### config.mk
export PLATFORM = sky130hd
export DESIGN_NAME = brrs_ctrl
export DESIGN_NICKNAME = d
export VERILOG_FILES = /design/src/sv/brrs_pkg.sv /design/src/sv/brrs_ctrl.sv
export SDC_FILE = /design/constraint.sdc
export NUM_CORES = 1
export LEC_CHECK = 0
export ABC_CLOCK_PERIOD_IN_PS = 1100
export BUFFER_PORTS_ARGS = -buffer_cell sky130_fd_sc_hd__buf_4
export CORE_AREA = 2 2 39 41
export DETAILED_ROUTE_END_ITERATION = 8
export DIE_AREA = 0 0 41 43
export PLACE_DENSITY = 0.55
export SETUP_SLACK_MARGIN = 0.4
export SKIP_LAST_GASP = 1
export SLEW_MARGIN = 15
export SYNTH_ARGS = -nofsm -noshare
export SYNTH_HDL_FRONTEND = slang
export SYNTH_SLANG_ARGS = --single-unit
### constraint.sdc
create_clock -name aclk -period 1.1 [get_ports aclk]
set_clock_uncertainty 0.05 [all_clocks]
set_input_delay 0.055 -clock aclk [delete_from_list [all_inputs] [get_ports aclk]]
set_output_delay 0.055 -clock aclk [all_outputs]
set_load 0.01 [all_outputs]
### src/sv/brrs_pkg.sv
package brrs_pkg;

    localparam int OPCODE_W  = 2;
    localparam int INDEX_W   = 10;
    localparam int ENTRY_W   = 32;
    localparam int OFFSET_W  = 40;
    localparam int COUNT_W   = 32;
    localparam int PHYS_W    = 48;
    localparam int LEN_W     = 17;
    localparam int BS_W      = 17;
    localparam int EXT_W     = 17;

    localparam int S_TDATA_W = 120;
    localparam int S_TUSER_W = 2;
    localparam int M_TDATA_W = 72;
    localparam int M_TUSER_W = 2;

    localparam logic [OPCODE_W-1:0] OP_LOAD  = 2'd0;
    localparam logic [OPCODE_W-1:0] OP_READ  = 2'd1;
    localparam logic [OPCODE_W-1:0] OP_WRITE = 2'd2;

    localparam logic [BS_W-1:0] BS_RESET = 17'd16384;
    localparam logic [BS_W-1:0] BS_MIN   = 17'd1;
    localparam logic [BS_W-1:0] BS_MAX   = 17'd65536;

    localparam int DIV_BITS  = 4;
    localparam int DIV_ITERS = OFFSET_W / DIV_BITS;
    localparam int DIV_CNT_W = 4;

    typedef enum logic [1:0] {
        EMIT_PIECE,
        EMIT_ZERO,
        EMIT_ERROR
    } emit_kind_t;

    typedef struct packed {
        logic       take;
        logic       div_step;
        logic       check;
        logic       rd;
        logic       mul;
        logic       emit;
        emit_kind_t kind;
        logic       advance;
    } brrs_cmd_t;

    typedef struct packed {
        logic [OPCODE_W-1:0] in_op;
        logic                in_count_zero;
        logic                div_done;
        logic                range_err;
        logic                final_piece;
        logic                out_free;
    } brrs_status_t;

endpackage

### src/sv/brrs_ctrl.sv
module brrs_ctrl (
    input  logic                  aclk,
    input  logic                  aresetn,
    input  logic                  s_axis_tvalid,
    output logic                  s_axis_tready,
    output brrs_pkg::brrs_cmd_t   cmd,
    input  brrs_pkg::brrs_status_t status
);
    import brrs_pkg::*;

    typedef enum logic [2:0] {
        ST_IDLE,
        ST_DIV,
        ST_CHECK,
        ST_RANGE,
        ST_READ,
        ST_MUL,
        ST_EMIT
    } state_t;

    state_t     state_reg, state_next;
    emit_kind_t kind_reg, kind_next;

    always_comb begin
        state_next = state_reg;
        kind_next  = kind_reg;
        cmd        = '0;
        cmd.kind   = kind_reg;
        unique case (state_reg)
            ST_IDLE: begin
                if (s_axis_tvalid) begin
                    cmd.take = 1'b1;
                    if (status.in_op == OP_READ || status.in_op == OP_WRITE) begin
                        if (status.in_count_zero) begin
                            state_next = ST_EMIT;
                            kind_next  = EMIT_ZERO;
                        end else begin
                            state_next = ST_DIV;
                        end
                    end
                end
            end
            ST_DIV: begin
                cmd.div_step = 1'b1;
                if (status.div_done) begin
                    state_next = ST_CHECK;
                end
            end
            ST_CHECK: begin
                cmd.check  = 1'b1;
                state_next = ST_RANGE;
            end
            ST_RANGE: begin
                state_next = ST_EMIT;
                if (status.range_err) begin
                    kind_next = EMIT_ERROR;
                end else begin
                    kind_next  = EMIT_PIECE;
                    state_next = ST_READ;
                end
            end
            ST_READ: begin
                cmd.rd     = 1'b1;
                state_next = ST_MUL;
            end
            ST_MUL: begin
                cmd.mul    = 1'b1;
                state_next = ST_EMIT;
            end
            ST_EMIT: begin
                if (status.out_free) begin
                    cmd.emit    = 1'b1;
                    cmd.advance = (kind_reg == EMIT_PIECE);
                    if (kind_reg == EMIT_PIECE && !status.final_piece) begin
                        state_next = ST_READ;
                    end else begin
                        state_next = ST_IDLE;
                    end
                end
            end
            default: begin
                state_next = ST_IDLE;
            end
        endcase
    end

    always_ff @(posedge aclk) begin
        if (!aresetn) begin
            state_reg <= ST_IDLE;
            kind_reg  <= EMIT_PIECE;
        end else begin
            state_reg <= state_next;
            kind_reg  <= kind_next;
        end
    end

    assign s_axis_tready = (state_reg == ST_IDLE);

endmodule

### Word level (Yosys, flattened, before mapping)

Index checks and enable logic that the tools add are counted.

* memories kept: 0
* memory bits (read-only): 0
* latch bits: 0
* word-level logic and storage cells: 46
* register bits after elaboration: 5
* RAM bits: 0

* add/subtract/negate cells: 0
* shift-type cells: 0
* divide/modulo/power cells: 0
* equal/unequal tests: 13
* mux-type cells: 23
* reductions and logical operators: 8
* magnitude comparators: 0
* bitwise operators: 0
* multipliers: 0

Operators with widths (number)
* 3-bit one-hot mux with 7 select lines: 1
* 3-bit 2-to-1 mux: 6
* 1-bit 2-to-1 mux: 10
* 2-bit 2-to-1 mux: 5
* 3-bit == test, second input constant: 3
* 4-bit AND reduction: 2
* 3-bit by 2-bit == test with 1-bit output, second input constant: 2
* 2-bit inequality test, second input constant: 3
* 2-bit by 1-bit inequality test with 1-bit output, second input constant: 2
* 2-bit one-hot mux with 2 select lines: 1
* 3-bit by 1-bit == test with 1-bit output, second input constant: 1
* 3-bit zero test: 1
* 2-bit by 1-bit == test with 1-bit output, second input constant: 1
* 2-bit == test, second input constant: 1
* 2-bit zero test: 1
* 2-bit nonzero test: 1
* 1-bit logical AND: 1
* 1-bit zero test: 1
* 1-bit logical OR: 1

### Depth between registers and ports, before layout

Gate-level depths: netlist of the first run.

* word-level depth: 5
* mapped depth: 5

### Least setup slack after synthesis of the first run

OpenSTA, ideal clock, no wires.

* path type: reg-to-reg
* start: reg state_reg[1]
* end: reg state_reg[0]
* library setup time: 0.115 ns
* path slack: -0.177 ns
* path buffers: 0
* arrival: 1.112 ns
* stages on the path, launching flop included: 5
* cell sequence: dfxtp_1 nor3_2 a22o_1 a211oi_2 o21a_1

* cells in the longest elaborated chain, start to end: 3

Ends and longest elaborated chain
* start: declaration: RTL line brrs_ctrl.sv:21 `state_t state_reg, state_next;`
* start signal: assignment: RTL line brrs_ctrl.sv:92 `state_reg <= state_next;`
* 3-bit zero test (*)
* net s_axis_tready: RTL line brrs_ctrl.sv:5 `output logic s_axis_tready,`
* 2-bit by 1-bit inequality test with 1-bit output (no line) / 2-bit inequality test (equally long branches)
* 4-bit AND reduction (no line)

Mark *: on every way through the listed nets, which the timed path passes. The rest lies on a longest branch.
A chain may end at the register's enable or synchronous reset.

==> out/results.ini, run 1 <==
[floorplan]
core_area_um2=1380
die_h_um=43
die_width_um=41
io_pins=20
start_util_pct=27.6
num_rows=14
die-area_um2=1760

[synth]
syn-num-nets=56
synth.area.mux_share_pct=2.62
synth_xor_xnor_area_share_pct=2.30
avgSynthCellArea_um2=8.30
yosysWarnings=0
synth-adder-area-share_pct=0
synthSimpleGateAreaFrac_pct=34.4
synth-compound-area-share_pct=26.9
synth_top_family_by_area=simple AND/OR/NAND/NOR gates
synth-seq-cells=5
synth-seq-area-share_pct=26.2
syn_area_um2=382
syn_inst=46
yosysUniqueCellTypes=27

[cts]
clk_latency_ps=240
holdBufCountCts=0
cts_buffer_depth=2
cts_tree=yes
clkSinkCount=5
htreeDepth=1
root_buffer=clkbuf_4
numCtsBuffers=3
clk_pin_slew_worst_paths_ps=40

[global_routing]
antenna_found_initial=0
track_usage_pct=17.6
grt_pass1_wl_um=2130
grt_pass1_vias=501
grt_overflow_total=0
grt_max_degree=10

[timing]
tightest_slew_ps=308
fmax_mhz=755
max-slew-margin-rel_pct=79.2
grt_setup_unrepaired=true
finalWorstSetupSlack_ps=-224
setup_viol=13
fin_crit_ps=1320
hold_viol=0
post-route-period-util_pct=120
drv_slew=0

[routing]
drc=0
drt-wirelength-per-cell_um=12.2
first_iter_violations=5
ant_nets=0
routed_wirelength_um=1340
firstDrtPassIters=4
drt-vias-per-instance=4.85
vias=533

[setup_path]
path_delay_family=simple AND/OR/NAND/NOR gates
cp_common_cell=buf_6
critPathMaxStageDelay_ps=370
path_cells=buf_6, and4_4, nor3b_4, buf_6
start_kind=register
arrival_ps=1220
cp_num_buf_inv=2
cp.required_ps=1000
slowest_stage=dfxtp_4
cp_max_fo=4
worst-setup-path-type=register to primary output
endpoint_kind=primary output

[finish]
layout.nets=105
antenna-diode-count=0
drive_gt1_share_pct=75.5
syn2layout_area_growth_pct=134
fillCellCount=113
largest_reg_flops=3
fin_area_um2=893

[power]
comb_power_share_pct=58.5
power_density_nw_per_um2=1260
power_mw=1.12
irDropWorstVdd_mv=0.786
pwr-share-clk_pct=18.4
seq_power_share_pct=23.1
power_leakage_nw=0.440
switchingPower_mw=0.368
p_int_mw=0.756
swShare_pct=32.8

[flow_run]
drv_cap=0

[status]
status=complete, but fails checks
violations=setup timing

[place]
place_congestion=0.806
placed_area_um2=672
hpwl_um=888
io_buffers=19
post-place-ws_ps=-172

[hold_path]
hold_path.class=primary input to register

cell type report:
type                    count  area (um2)  area share [%]
inverters                   2        10.0            1.12
well taps                  16        20.0            2.24
multi-input cells          36         325            36.4
repair buffers             47         398            44.5
flip-flops and latches      5         114            12.7
clock buffers               4        26.3            2.94
worst paths after layout:
path	endpoint	startpoint	slack (ps)	cells after the start
setup / recovery	cmd[0]	state_reg[1]	-220	4
hold / removal	state_reg[2]	aresetn	20	2
setup reg to reg	state_reg[0]	state_reg[0]	-180	5
hold reg to reg	kind_reg[0]	kind_reg[0]	560	2
metrics by stage:
step | TNS (ps) | utilization [%] | cells | hold slack, ps
floorplan | -381 | - | 46 | 122
global placement | -654 | 48.6 | 93 | 250
CTS | -1750 | 59.0 | 105 | 9.75
detailed placement | -608 | 48.6 | 93 | 260
global route | -2550 | 64.6 | 110 | 15.6
finish | -1940 | 64.6 | 110 | 17.6
cells in the mapped netlist, drive strengths merged:
library cell	number	share of area (%)
dfxtp	5	26
nand2	5	4.9
nor2	4	3.9
and2	3	4.9
buf	3	5.6
o21a	3	5.9
a211oi	2	5.2
inv	2	2.0
nor3	2	3.9
nor3b	2	3.9
nor4	2	3.3
a21o	1	2.0
a21oi	1	1.3
a221oi	1	3.9
a22o	1	2.3
and4	1	2.3
and4b	1	2.6
mux2i	1	2.6
nand3b	1	2.0
nor4bb	1	2.6
o211a	1	2.6
o21bai	1	2.0
o22ai	1	1.6
xnor2	1	2.3
what timing repair did:
action / 4_1_cts / 5_1_grt
setup buffers: 8 / 5
setup endpoints to repair: 15 / 15
gates resized for setup: 19 / 8
pin swaps: 5 / 4
cells by family after synthesis:
| logic type | after synthesis |
|---|---|
| AO/OA/AOI/OAI | 12 |
| flip-flops | 5 |
| XOR/XNOR | 1 |
| multiplexers | 1 |
| AND/OR/NAND/NOR | 22 |
| buffers and inverters | 5 |
metal layers:
layer	global-route usage, %	vias up	wire (um)
li1	-	264	-
met1	20.8	258	588
met2	29.1	11	701
met3	4.71	0	50
met4	6.00	0	0
met5	0	-	0
power by group through the flow:
stage | sequential, mW | combinational (mW) | clock, mW
floorplan | 0.240 | 0.260 | 0
global placement | 0.259 | 0.466 | 0
detailed placement | 0.257 | 0.464 | 0
CTS | 0.256 | 0.580 | 0.216
global route | 0.263 | 0.703 | 0.231
finish | 0.260 | 0.657 | 0.207
cell usage in the layout (no fill, tap or decap), drive strengths merged:
| cell | instances |
|---|---|
| buf | 47 |
| nand2 | 5 |
| dfxtp | 5 |
| clkbuf | 4 |
| nor2 | 4 |
| o21a | 3 |
| and2 | 3 |
| a211oi | 2 |
| nor3b | 2 |
| inv | 2 |
| nor3 | 2 |
| nor4 | 2 |
| and4 | 1 |
| nand3b | 1 |
| xnor2 | 1 |
| and4b | 1 |
| o22ai | 1 |
| nor4bb | 1 |
| a21oi | 1 |
| mux2i | 1 |
| a22o | 1 |
| o211a | 1 |
| o21bai | 1 |
| a21o | 1 |
| a221oi | 1 |
No activity file was read; power rests on OpenSTA's default activity.
==> run 2, diff against run 1 <==
--- a/config.mk
+++ b/config.mk
@@ -10,8 +10,10 @@
 export CORE_AREA = 2 2 39 41
 export DETAILED_ROUTE_END_ITERATION = 8
 export DIE_AREA = 0 0 41 43
+export HOLD_SLACK_MARGIN = 0.05
 export PLACE_DENSITY = 0.55
 export SETUP_SLACK_MARGIN = 0.4
+export SKIP_CTS_REPAIR_TIMING = 1
 export SKIP_LAST_GASP = 1
 export SLEW_MARGIN = 15
 export SYNTH_ARGS = -nofsm -noshare
==> out/results.ini, run 2 (synthesis results as in run 1) <==
[timing]
finalWorstSetupSlack_ps=-251  ; -26.4 ps
fin_crit_ps=1350  ; +26.4 ps
fmax_mhz=740  ; -2.0%
post-route-period-util_pct=123  ; +2.4 points
max-slew-margin-rel_pct=80.1  ; +0.91 points
hold_viol=0  ; unchanged
grt_setup_unrepaired=true
setup_viol=13  ; unchanged
tightest_slew_ps=294  ; -13.5 ps
drv_slew=0  ; unchanged

[hold_path]
worstHoldStart=aresetn
holdPathEnd=state_reg[2]
hold_depth=2  ; unchanged
hold_path.class=primary input to register

[power]
power_density_nw_per_um2=1290  ; +2.4%
power_mw=1.02  ; -9.5%
switchingPower_mw=0.340  ; -7.7%
irDropWorstVdd_mv=0.744  ; -5.3%
comb_power_share_pct=54.6  ; -3.9 points
p_int_mw=0.678  ; -10%
swShare_pct=33.4  ; +0.65 points
pwr-share-clk_pct=20.2  ; +1.8 points
power_leakage_nw=0.389  ; -12%
seq_power_share_pct=25.2  ; +2.1 points

[cts]
clkSinkCount=5  ; unchanged
cts_tree=yes
clk_latency_ps=240  ; about the same
htreeDepth=1  ; unchanged
clk_pin_slew_worst_paths_ps=40  ; about the same
cts_buffer_depth=2  ; unchanged
numCtsBuffers=3  ; unchanged
root_buffer=clkbuf_4

[setup_path]
crit_start=state_reg[0]
reg2reg_from=state_reg[2]
rrSetupSlack_ps=-190  ; about the same
arrival_ps=1250  ; +30 ps
cp_max_fo=8  ; +4
endpoint_kind=primary output
reg2reg_depth=6  ; +1
worstReg2RegEnd=state_reg[2]
worst-setup-path-type=register to primary output
start_kind=register
cp.required_ps=1000  ; about the same

[finish]
antenna-diode-count=0  ; unchanged
largest_reg_flops=3  ; unchanged
drive_gt1_share_pct=70.9  ; -4.6 points
most-common-layout-cells=buf_4 (34), buf_6 (5), nand2_1 (4)
fin_area_um2=790  ; -12%
layout.nets=97  ; -7.6%
syn2layout_area_growth_pct=107
final_common_cell=buf_4

[global_routing]
track_usage_pct=15.2  ; -2.4 points
antenna_found_initial=0  ; unchanged
grt_pass1_vias=440  ; -12%
grt_max_degree=11  ; +1
grt_overflow_total=0  ; unchanged
grt_pass1_wl_um=1840  ; -14%

[place]
placed_area_um2=672  ; unchanged
place_congestion=0.806  ; unchanged
hpwl_um=888  ; unchanged
io_buffers=19  ; unchanged

[routing]
drt-vias-per-instance=4.92  ; +1.6%
first_iter_violations=6  ; +1
routed_wirelength_um=1240  ; -7.8%
drt-wirelength-per-cell_um=12.1  ; -0.61%
drc=0  ; unchanged
vias=502  ; -5.8%
ant_nets=0  ; unchanged
firstDrtPassIters=4  ; unchanged

[floorplan]
core_area_um2=1380  ; unchanged
num_rows=14  ; unchanged
start_util_pct=27.6  ; unchanged
die-area_um2=1760  ; unchanged
die_h_um=43  ; unchanged
io_pins=20  ; unchanged
die_width_um=41  ; unchanged

[status]
violations=setup timing
status=complete, but fails checks

[flow_run]
drv_cap=0  ; unchanged

[run 2: cell count changes in the layout (fill, tap and decap cells not counted), sizes merged]
cell / before / now
buf: 47 / 39
[run 2: how the worst max path moves through the flow]
stage	endpoint	slack, ps
detailed placement	state_reg[2]	-170
floorplan	state_reg[2]	-100
finish	cmd[0]	-250
global route	cmd[0]	-310
global placement	state_reg[2]	-190
CTS	cmd[0]	-320
[run 2: stage by stage]
stage | std cells | util (%) | hold WS (ps) | TNS (ps) | setup WS, ps
after floorplan | 46 | - | 122 | -381 | -101
after global placement | 93 | 48.6 | 250 | -654 | -191
after detailed placement | 93 | 48.6 | 260 | -608 | -172
after CTS | 97 | 50.5 | 9.59 | -2020 | -319
after global routing | 102 | 57.1 | 15.6 | -2440 | -306
final | 102 | 57.1 | 16.7 | -1810 | -251
[run 2: area by class of cell]
type / count / area [um2]
inverters: 2 / 7.51
repair buffers: 39 / 312
well taps: 16 / 20.0
clock buffers: 4 / 26.3
flip-flops and latches: 5 / 113
multi-input cells: 36 / 312
fillers: 124 / 594
[run 2: power groups by stage]
stage / logic (mW) / clock network (mW) / registers [mW]
after detailed placement: 0.464 / 0 / 0.257
after CTS: 0.467 / 0.216 / 0.254
after floorplan: 0.260 / 0 / 0.240
final: 0.556 / 0.205 / 0.257
after global routing: 0.595 / 0.230 / 0.261
after global placement: 0.466 / 0 / 0.259
[run 2: critical path, cell delays in order, from the launching register on]
cell and delay (ps):
dfxtp_4 370, inv_2 110, and4_4 230, nor3b_4 180, buf_6 120
[run 2: per-layer routing]
layer / wire length (um) / part of all wire (%) / global-route usage (%) / vias to the layer above
met5: 0 / 0 / 0 / -
met4: 0 / 0 / 6.00 / 0
met3: 38 / 3.1 / 4.71 / 0
met2: 662 / 54 / 22.8 / 9
met1: 534 / 43 / 19.5 / 244
li1: - / - / - / 249
==> run 3, diff against run 2 <==
--- a/config.mk
+++ b/config.mk
@@ -12,9 +12,7 @@
 export DIE_AREA = 0 0 41 43
 export HOLD_SLACK_MARGIN = 0.05
 export PLACE_DENSITY = 0.55
-export SETUP_SLACK_MARGIN = 0.4
 export SKIP_CTS_REPAIR_TIMING = 1
-export SKIP_LAST_GASP = 1
 export SLEW_MARGIN = 15
 export SYNTH_ARGS = -nofsm -noshare
 export SYNTH_HDL_FRONTEND = slang
==> out/results.ini, run 3 (synthesis results as in run 1) <==
[setup_path]
arrival_ps=1220  ; -30 ps
endpoint_kind=primary output
worst-setup-path-type=register to primary output
cp_num_buf_inv=2  ; unchanged
path_cells=inv_4, and4_4, nor3b_4, buf_6
cp.required_ps=1000  ; about the same
slowest_stage=dfxtp_4
start_kind=register
critPathMaxStageDelay_ps=380  ; about the same
reg2reg_depth=4  ; -2
worst-path-stages=4  ; unchanged
cp_max_fo=8  ; unchanged
path_delay_family=simple AND/OR/NAND/NOR gates

[routing]
drt-vias-per-instance=4.85  ; -1.4%
vias=490  ; -2.4%
drc=0  ; unchanged
routed_wirelength_um=1190  ; -3.7%
drt-wirelength-per-cell_um=11.8  ; -2.8%
firstDrtPassIters=4  ; unchanged
first_iter_violations=7  ; +1
ant_nets=0  ; unchanged

[cts]
clkSinkCount=5  ; unchanged
root_buffer=clkbuf_4
clk_latency_ps=240  ; about the same
numCtsBuffers=3  ; unchanged
htreeDepth=1  ; unchanged
clk_pin_slew_worst_paths_ps=40  ; about the same
cts_buffer_depth=2  ; unchanged
cts_tree=yes

[timing]
max-slew-margin-rel_pct=79.0  ; -1.1 points
grt_setup_unrepaired=true
fin_crit_ps=1330  ; -23.8 ps
setup_tns_ps=-1590  ; +227 ps
fmax_mhz=754  ; +1.8%
post-route-period-util_pct=121  ; -2.2 points
setup_viol=13  ; unchanged
tightest_slew_ps=312  ; +18.0 ps
finalWorstSetupSlack_ps=-227  ; +23.8 ps
hold_viol=0  ; unchanged
drv_slew=0  ; unchanged

[finish]
fillCellCount=130  ; +4.8%
final_common_cell=buf_4
seq_area_um2=111  ; -1.1%
utilization_pct=57.5  ; +0.45 points
drive_gt1_share_pct=63.5  ; -7.4 points
layout.nets=96  ; -1.0%
most-common-layout-cells=buf_4 (28), buf_6 (8), nand2_1 (4)
instances_no_fill=101  ; -0.98%
antenna-diode-count=0  ; unchanged
fin_area_um2=796  ; +0.79%
multi_input_area_um2=305  ; -2.0%
syn2layout_area_growth_pct=109
largest_reg_flops=3  ; unchanged

[floorplan]
die-area_um2=1760  ; unchanged
die_width_um=41  ; unchanged
die_h_um=43  ; unchanged
num_rows=14  ; unchanged
io_pins=20  ; unchanged
core_area_um2=1380  ; unchanged
start_util_pct=27.6  ; unchanged

[power]
p_int_mw=0.679  ; +0.13%
power_density_nw_per_um2=1280  ; -0.79%
irDropWorstVdd_mv=0.580  ; -22%
switchingPower_mw=0.339  ; -0.29%
power_leakage_nw=0.395  ; +1.5%
comb_power_share_pct=54.3  ; -0.3 points
swShare_pct=33.3  ; -0.093 points
seq_power_share_pct=25.4  ; +0.2 points
pwr-share-clk_pct=20.3  ; about the same

[global_routing]
grt_pass1_wl_um=1690  ; -8.3%
grt_pass1_vias=428  ; -2.7%
track_usage_pct=13.9  ; -1.3 points
grt_overflow_total=0  ; unchanged
grt_max_degree=12  ; +1
antenna_found_initial=0  ; unchanged

[place]
io_buffers=19  ; unchanged
placed_area_um2=663  ; -1.3%
place_congestion=0.830  ; +3.0%
place_inst=92  ; -1.1%
hpwl_um=860  ; -3.2%

[status]
status=complete, but fails checks
violations=setup timing

[flow_run]
drv_cap=0  ; unchanged

[hold_path]
hold_depth=3  ; +1
hold_path.class=primary input to register

==> run 3: power by group through the flow <==
stage               Clock [mW]  Sequential (mW)  Combinational [mW]
floorplan                    0            0.238               0.247
global placement             0            0.246               0.466
detailed placement           0            0.245               0.469
CTS                      0.214            0.242               0.470
global route             0.231            0.264               0.597
finish                   0.206            0.259               0.553
==> run 3: cell type report <==
cell class,instances,area share (%)
Multi-Input combinational cell,36,38.4
Inverter,2,1.26
Tap cell,16,2.52
Clock buffer,4,3.30
Sequential cell,5,14.0
Timing Repair Buffer,38,40.6
==> run 3: path summary, 6_finish.rpt <==
| check | startpoint | end | slack (ps) |
|---|---|---|---|
| worst max-delay path | state_reg[0] | cmd[0] | -230 |
| worst min-delay path | status[3] | state_reg[0] | 140 |
| worst max register to register | state_reg[0] | state_reg[0] | -150 |
| worst min register to register | kind_reg[0] | kind_reg[0] | 570 |
==> run 3: tightest hold or removal path, stage by stage <==
cell,delay [ps]
buf_4,90
nor4_1,50
o21a_1,190
==> run 3: per-stage QoR <==
| stage | setup slack [ps] | power [mW] | hold WS, ps |
|---|---|---|---|
| global placement | -150 | 0.712 | 256 |
| CTS | -323 | 0.926 | 4.12 |
| global route | -294 | 1.09 | 137 |
| finish | -227 | 1.02 | 135 |
| floorplan | -101 | 0.485 | 123 |
| detailed placement | -130 | 0.714 | 255 |
==> run 3: per-layer routing <==
metal	GRT usage (%)	share of wire, %
met2	21.6	54
met1	14.9	40
met5	0	0
met3	5.24	4.1
met4	8.67	1.2
